**src/rtl/irm5_pkg.sv**
```systemverilog
// Shared types and constants for the raw moment unit.
`default_nettype none
package irm5_pkg;
    localparam int MOMENT_COUNT = 21;
    localparam int ROW_SUM_W = 54;
    localparam int MOM_W = 64;

    // Configuration register indexes.
    localparam logic [0:0] REG_IMAGE_WIDTH = 1'd0;
    localparam logic [0:0] REG_IMAGE_HEIGHT = 1'd1;

    // Row-end job handed from the front to the back.
    typedef struct packed {
        logic [5:0][ROW_SUM_W-1:0] sums;
        logic [7:0]                row;
        logic                      frame_end;
    } irm5_job_t;

    function automatic logic [2:0] x_order(input logic [4:0] k);
        logic [2:0] r;
        r = 3'd0;
        unique case (k)
            5'd1, 5'd4, 5'd8, 5'd13, 5'd19: r = 3'd1;
            5'd3, 5'd7, 5'd12, 5'd18:       r = 3'd2;
            5'd6, 5'd11, 5'd17:             r = 3'd3;
            5'd10, 5'd16:                   r = 3'd4;
            5'd15:                          r = 3'd5;
            default:                        r = 3'd0;
        endcase
        return r;
    endfunction

    function automatic logic [2:0] y_order(input logic [4:0] k);
        logic [2:0] r;
        r = 3'd0;
        unique case (k)
            5'd2, 5'd4, 5'd7, 5'd11, 5'd16: r = 3'd1;
            5'd5, 5'd8, 5'd12, 5'd17:       r = 3'd2;
            5'd9, 5'd13, 5'd18:             r = 3'd3;
            5'd14, 5'd19:                   r = 3'd4;
            5'd20:                          r = 3'd5;
            default:                        r = 3'd0;
        endcase
        return r;
    endfunction
endpackage
`default_nettype wire

```
**src/rtl/irm5_front.sv**
```systemverilog
// Front end: pixel power sums per row, column/row tracking, row-end jobs.
`default_nettype none
module irm5_front
    import irm5_pkg::*;
#(
    parameter int MAX_WIDTH = 256,
    parameter int MAX_HEIGHT = 256
)(
    input  wire logic            clk,
    input  wire logic            rst_n,
    input  wire logic            in_valid,
    output logic                 in_ready,
    input  wire logic [7:0]      pixel,
    input  wire logic [8:0]      width_cfg,
    input  wire logic [8:0]      height_cfg,
    output logic                 job_valid,
    input  wire logic            job_ready,
    output irm5_job_t            job
);
    // Pipeline: stage 0 holds pixel and x; p*x^k is computed iteratively across 5 stages.
    // To keep one mult per stage, powers are built over 5 multiplying stages.
    localparam int PW = 48;

    logic [7:0] col_reg, row_reg;
    logic [8:0] w_eff, h_eff;
    always_comb
    begin
        w_eff = (width_cfg == 9'd0) ? 9'd1 :
                (width_cfg > 9'(MAX_WIDTH)) ? 9'(MAX_WIDTH) : width_cfg;
        h_eff = (height_cfg == 9'd0) ? 9'd1 :
                (height_cfg > 9'(MAX_HEIGHT)) ? 9'(MAX_HEIGHT) : height_cfg;
    end

    // pipe stage s holds term p*x^s
    logic [5:0]          v_reg;
    logic [5:0][PW-1:0]  t_reg;
    logic [5:0][7:0]     x_reg;
    logic [5:0]          re_reg;   // row end
    logic [5:0]          fe_reg;   // frame end
    logic [5:0][7:0]     y_reg;
    logic [5:0][ROW_SUM_W-1:0] s_reg;
    // staggered accumulation: sum k absorbs term at stage k; row end captured at stage 5
    logic [4:0][ROW_SUM_W-1:0] snap_reg; // snapshots of S0..S4 per pipe position

    logic stall;
    logic pipe_busy;
    logic job_load;
    assign stall = job_valid && !job_ready;
    // hold input while a row end is in stages 0 to 4 so sums stay coherent
    assign pipe_busy = |(re_reg[4:0] & v_reg[4:0]);
    assign in_ready = !stall && !pipe_busy;
    assign job_load = !stall && v_reg[5] && re_reg[5];

    logic col_end, row_last;
    assign col_end  = ({1'b0, col_reg} + 9'd1) >= w_eff;
    assign row_last = ({1'b0, row_reg} + 9'd1) >= h_eff;

    always_ff @(posedge clk or negedge rst_n)
    begin
        if (!rst_n)
        begin
            v_reg <= '0;
            col_reg <= '0;
            row_reg <= '0;
            s_reg <= '0;
            job_valid <= 1'b0;
        end
        else
        begin
            if (job_load)
                job_valid <= 1'b1;
            else if (job_valid && job_ready)
                job_valid <= 1'b0;
            if (!stall)
            begin
                v_reg[0] <= in_valid && in_ready;
                t_reg[0] <= PW'(pixel);
                x_reg[0] <= col_reg;
                re_reg[0] <= col_end;
                fe_reg[0] <= col_end && row_last;
                y_reg[0] <= row_reg;
                if (in_valid && in_ready)
                begin
                    if (col_end)
                    begin
                        col_reg <= '0;
                        row_reg <= row_last ? 8'd0 : row_reg + 8'd1;
                    end
                    else
                        col_reg <= col_reg + 8'd1;
                end
                for (int s = 1; s < 6; s++)
                begin
                    v_reg[s]  <= v_reg[s-1];
                    t_reg[s]  <= PW'(t_reg[s-1] * {{(PW-8){1'b0}}, x_reg[s-1]});
                    x_reg[s]  <= x_reg[s-1];
                    re_reg[s] <= re_reg[s-1];
                    fe_reg[s] <= fe_reg[s-1];
                    y_reg[s]  <= y_reg[s-1];
                end
                // S_k adds term at stage k; at row end stage k the finished S_k is snapped
                for (int s = 0; s < 6; s++)
                begin
                    if (v_reg[s])
                    begin
                        if (re_reg[s])
                            s_reg[s] <= '0;
                        else
                            s_reg[s] <= s_reg[s] + ROW_SUM_W'(t_reg[s]);
                    end
                end
                if (v_reg[0] && re_reg[0]) snap_reg[0] <= s_reg[0] + ROW_SUM_W'(t_reg[0]);
                for (int s = 1; s < 5; s++)
                    if (v_reg[s] && re_reg[s])
                        snap_reg[s] <= s_reg[s] + ROW_SUM_W'(t_reg[s]);
                if (v_reg[5] && re_reg[5])
                begin
                    for (int k = 0; k < 5; k++)
                        job.sums[k] <= snap_reg[k];
                    job.sums[5] <= s_reg[5] + ROW_SUM_W'(t_reg[5]);
                    job.row <= y_reg[5];
                    job.frame_end <= fe_reg[5];
                end
            end
        end
    end
endmodule
`default_nettype wire

```
**config.mk**
```make
export PLATFORM = sky130hd
export DESIGN_NAME = irm5_front
export DESIGN_NICKNAME = d
export VERILOG_FILES = /design/src/rtl/irm5_pkg.sv /design/src/rtl/irm5_front.sv
export SDC_FILE = /design/constraint.sdc
export NUM_CORES = 2
export LEC_CHECK = 0
export BUFFER_PORTS_ARGS = -buffer_cell sky130_fd_sc_hd__buf_2
export CAP_MARGIN = 20
export CELL_PAD_IN_SITES_DETAIL_PLACEMENT = 1
export CELL_PAD_IN_SITES_GLOBAL_PLACEMENT = 1
export CORE_MARGIN = 3
export CORE_UTILIZATION = 35
export DETAILED_ROUTE_END_ITERATION = 10
export PLACE_DENSITY_LB_ADDON = 0.12
export SLEW_MARGIN = 15
export SYNTH_ARGS = -nofsm -noshare
export SYNTH_HDL_FRONTEND = slang
export SYNTH_SLANG_ARGS = --single-unit
```
**constraint.sdc**
```tcl
create_clock -name clk -period 9.3 [get_ports clk]
set_input_delay 0.465 -clock clk [delete_from_list [all_inputs] [get_ports clk]]
set_output_delay 0.465 -clock clk [all_outputs]
set_load 0.02 [all_outputs]
```
* After elaboration in Yosys (flattened, before gate mapping)
Index checks and enable logic that the tools add are counted.
** Cells by class
- Multiply operators :: 5
- Magnitude comparators :: 4
- Bitwise logic cells :: 2
- Add/sub/neg operators :: 10
- Muxes and demuxes :: 14
- Reductions and logical operators :: 35
** Operators with widths (number)
- 2-to-1 mux 54 bit :: 6
- adder 54 x 48 -> 54 bit :: 5
- multiplier 48 x 8 -> 48 bit :: 4
- adder 54 x 8 -> 54 bit :: 1
- 2-to-1 mux 9 bit :: 4
- AND reduction 3 bit :: 7
- adder 8 x 1 -> 9 bit, second input constant :: 2
- greater-or-equal comparator 9 bit :: 2
- > comparator 9 bit, second input constant :: 2
- zero test 9 bit :: 2
- adder 8 x 1 -> 8 bit, second input constant :: 2
- multiplier 8 x 8 -> 16 bit :: 1
- 2-to-1 mux 8 bit :: 2
- AND reduction 2 bit :: 8
- logical AND 1 bit :: 13
- bitwise AND 5 bit :: 1
- OR reduction 5 bit :: 1
- zero test 1 bit :: 3
- 2-to-1 mux 1 bit :: 2
- nonzero test 2 bit :: 1
- inverter 1 bit :: 1
** Storage, ports and cells
- Flip-flop bits (word level) :: 1298

* Logic depth before layout (Yosys ltp)
- Depth after elaboration :: 6
- Depth in mapped cells :: 23

* Least setup slack after synthesis
No wires, ideal clock.
- Kind :: input-to-reg
- Start :: in job_ready
- End :: reg job[0] (netlist name), enable pin
- Cell stages on the path :: 4
- Data required time :: 8.560 ns
- Path buffers :: 1
- Setup time :: 0.740 ns
- Setup slack :: -0.226 ns
- Arrival time :: 8.787 ns
- Path through :: nand2b_1 > clkbuf_1 > and2_1 > and3_1
** Between the ends
- Longest elaborated chain between the ends :: 4
** RTL lines
- start: declaration :: RTL line irm5_front.sv:17 : input wire logic job_ready,
- zero test 1 bit :: RTL line irm5_front.sv:48 : assign stall = job_valid && !job_ready;
- logical AND 1 bit :: RTL line irm5_front.sv:48
- inverter 1 bit (no source line)
- AND reduction 3 bit (no source line)
- end: declaration :: RTL line irm5_front.sv:18 : output irm5_job_t job
Every way passes these cells.
A chain may end at the register's enable or synchronous reset.

* Worst setup path in the final report
- Start :: reg x_reg[28] (netlist name)
- End :: reg t_reg[236] (netlist name) (data pin)
** Between the ends
- Longest elaborated chain between the ends :: 1
** RTL lines
- start: declaration :: RTL line irm5_front.sv:37 : logic [5:0][7:0] x_reg;
- start signal: indexed assignment :: RTL line irm5_front.sv:96 : x_reg[s] <= x_reg[s-1];
- multiplier 48 x 8 -> 48 bit :: RTL line irm5_front.sv:95 : t_reg[s] <= PW'(t_reg[s-1] * {{(PW-8){1'b0}}, x_reg[s-1]});
- end signal: indexed assignment :: RTL line irm5_front.sv:95
- end: declaration :: RTL line irm5_front.sv:36 : logic [5:0][PW-1:0] t_reg;
Every way passes these cells.

==> summary.txt <==
Route
  • DRT Pass-1 Iters: 5
  • WL final: 253 mm
  • Via count: 58,300
  • Wire per inst: 22.5 um
  • DRT antenna net count: 0
  • Via density: 5.18
  • Initial DRC count: 2,786
  • Drt drc: 0

Floorplanning
  • Die width: 499 um
  • Site Rows: 180
  • Initial Utilization: 0.353
  • Chip Height: 499 um
  • Die ar.: 249,000 sq um
  • Core area: 241,000 sq um
  • # IOs: 365

Worst setup path
  • Setup crit end kind: register
  • FF-to-FF path depth: 17
  • Reg-to-Reg Start: x_reg[28]
  • CP startpoint kind: register
  • Worst setup path category: reg2reg
  • Critical path endpoint: t_reg[236]
  • Crit Path Max Fanout: 28
  • R2R Setup Slk: 2.88 ns
  • R2r endpoint: t_reg[236]
  • Worst Path Arrival: 6.94 ns
  • Req. time, crit path: 9.82 ns
  • Worst Setup SP: x_reg[28]

Place
  • IO Port Bufs: 364
  • HPWL after DPL: 189 mm
  • Placement Cell Area: 90,700 sq um
  • Placed cell count: 11,000
  • Placer's final routability congestion estimate: 0.829

Yosys
  • Syn nets: 8,836
  • EDFF count, synth: 883
  • Post-synthesis instance total: 7,614
  • Ys flop type: edfxtp_1
  • Dominant cell type by area after synthesis: edfxtp_1
  • Largest cells by area after synthesis: edfxtp_1, fa_1, dfrtp_1
  • Total number of yosys warnings: 0
  • Mapped Area: 85,200 sq um
  • Sequential-to-total area share from yosys stat: 0.413
  • Seq cells post-synth: 1,230
  • Fraction of registers with async set/reset: 0.282
  • Post-synthesis cell type count: 101
  • Synth Area per Inst: 11.2 sq um
  • Yosys top cell area share: 0.311

Final layout
  • Synth-to-Final Area Change: 12.5%
  • Design area: 95,800 sq um
  • Most common cell after layout, fill and taps aside: edfxtp_1
  • Share of cells above drive strength 1: 0.0935
  • Final Core Density: 0.397
  • Commonest cells after routing, fill and taps aside: edfxtp_1, and2_1, fa_1
  • Post-route insts no fill: 11,300
  • Max FFs per register: 333
  • Nets: 9,177

STA
  • Measured slew at the worst slew-check pin: 1.09 ns
  • RSZ-0062 raised after global routing: no
  • Final worst path period share: 0.690
  • Final Hold Vio Count: 0
  • Slew Limit Fails: 0
  • Worst Clk Skew: 0.0670 ns
  • Post-Route Setup TNS: 0 ns
  • Relative slew slack: 0.273
  • Fmax: 156 MHz
  • Endpoints failing setup: 0
  • Minimum clock period: 6.42 ns

Clocking
  • CTS buffer count: 148
  • H-tree depth: 4
  • CTS tree: built
  • Worst-path clk slew: 0.06 ns
  • Clk sinks: 1,230
  • Root Buffer: clkbuf_16
  • CTS Buffer Depth: 3
  • Worst skew pair latency: 0.81 ns

Global routing
  • Largest net degree at the start of global routing: 122
  • Gr ovfl total: 0
  • Total GRT Usage: 0.204
  • Global-route wire length before repair: 396 mm
  • Vias in the first global route: 65,000
  • Initial antenna violation count: 4

Job
  • Max-cap violation count: 0

Status
  • Outcome: finished, final reports clean

Min path
  • Worst hold path class: in2reg
[cells in the mapped netlist, types with 125 or more instances]
cell type / instances
ha_1: 467
a22o_1: 166
clkbuf_1: 241
xnor2_1: 332
fa_1: 725
o21ai_0: 286
nand2_1: 657
dfrtp_1: 347
and2_1: 776
edfxtp_1: 883
a21o_1: 178
inv_1: 722
nor2_1: 257
a21oi_1: 329
nand3_1: 125
[routing by layer]
| metal | vias to the layer above | global-route usage | wire length (um) |
|---|---|---|---|
| met3 | 277 | 0.0237 | 6840 |
| met4 | 0 | 0.0533 | 6520 |
| li1 | 26900 | - | - |
| met5 | - | 0 | 0 |
| met2 | 739 | 0.356 | 125000 |
| met1 | 30300 | 0.268 | 114000 |
[kinds of logic after synthesis]
kind of cell,Yosys count,share of synthesized area
muxes,5,0.000602
xor gates and xnor gates,456,0.0469
AOI/OAI and AO/OA,1506,0.119
adders and majority gates,1192,0.239
DFF,1230,0.413
and+or+nand+nor,2236,0.137
buffers and inverters,989,0.0440
[worst min-delay path by stage]
stage	slack, ns	end	cells after the start	startpoint
final	0.09	v_reg[0]	4	in_valid
after global routing	0.05	v_reg[0]	4	in_valid
after CTS	0.01	v_reg[0]	4	in_valid
after detailed placement	0.35	s_reg[274]	1	rst_n
after global placement	0.36	s_reg[274]	1	rst_n
after floorplan	0.17	col_reg[0]	0	rst_n
[layout make-up]
| type | instances | area, sq um |
|---|---|---|
| antenna | 1 | 2.50 |
| clock buffer | 197 | 4030 |
| clock inverter | 76 | 980 |
| fill | 26100 | 145000 |
| inverter | 726 | 2730 |
| multi-input combinational | 5395 | 46300 |
| sequential | 1230 | 35200 |
| tap | 3185 | 3990 |
| timing repair buffer | 454 | 2570 |
[repair_timing]
item                       CTS  global route
resized for setup            0             0
hold buffers                 9             0
buffers inserted             0             0
setup endpoints to repair    0             0
hold endpoints to repair    51             0
[per-stage QoR]
step                hold WS [ns]  worst slack [ns]
global route              0.0549              2.49
floorplan                  0.169             0.607
finish                    0.0946              2.88
detailed placement         0.355              2.85
global placement           0.362              3.04
CTS                      0.00980              2.80
[critical path, stage by stage, from the launching register on]
cell and delay (ns):
edfxtp_1 0.56, buf_4 0.41, and2_1 0.20, fa_1 0.44
fa_1 0.57, fa_1 0.44, fa_1 0.45, ha_1 0.37
and3_1 0.23, a31oi_1 0.17, o21ai_0 0.11, a21oi_1 0.44
a21oi_1 0.23, o41ai_2 0.54, o21ai_0 0.17, a41oi_1 0.43
o31ai_1 0.16, xor2_1 0.16
Power is not shown: default switching activity piles up to over one toggle a cycle in this logic, so the estimate is an artifact.
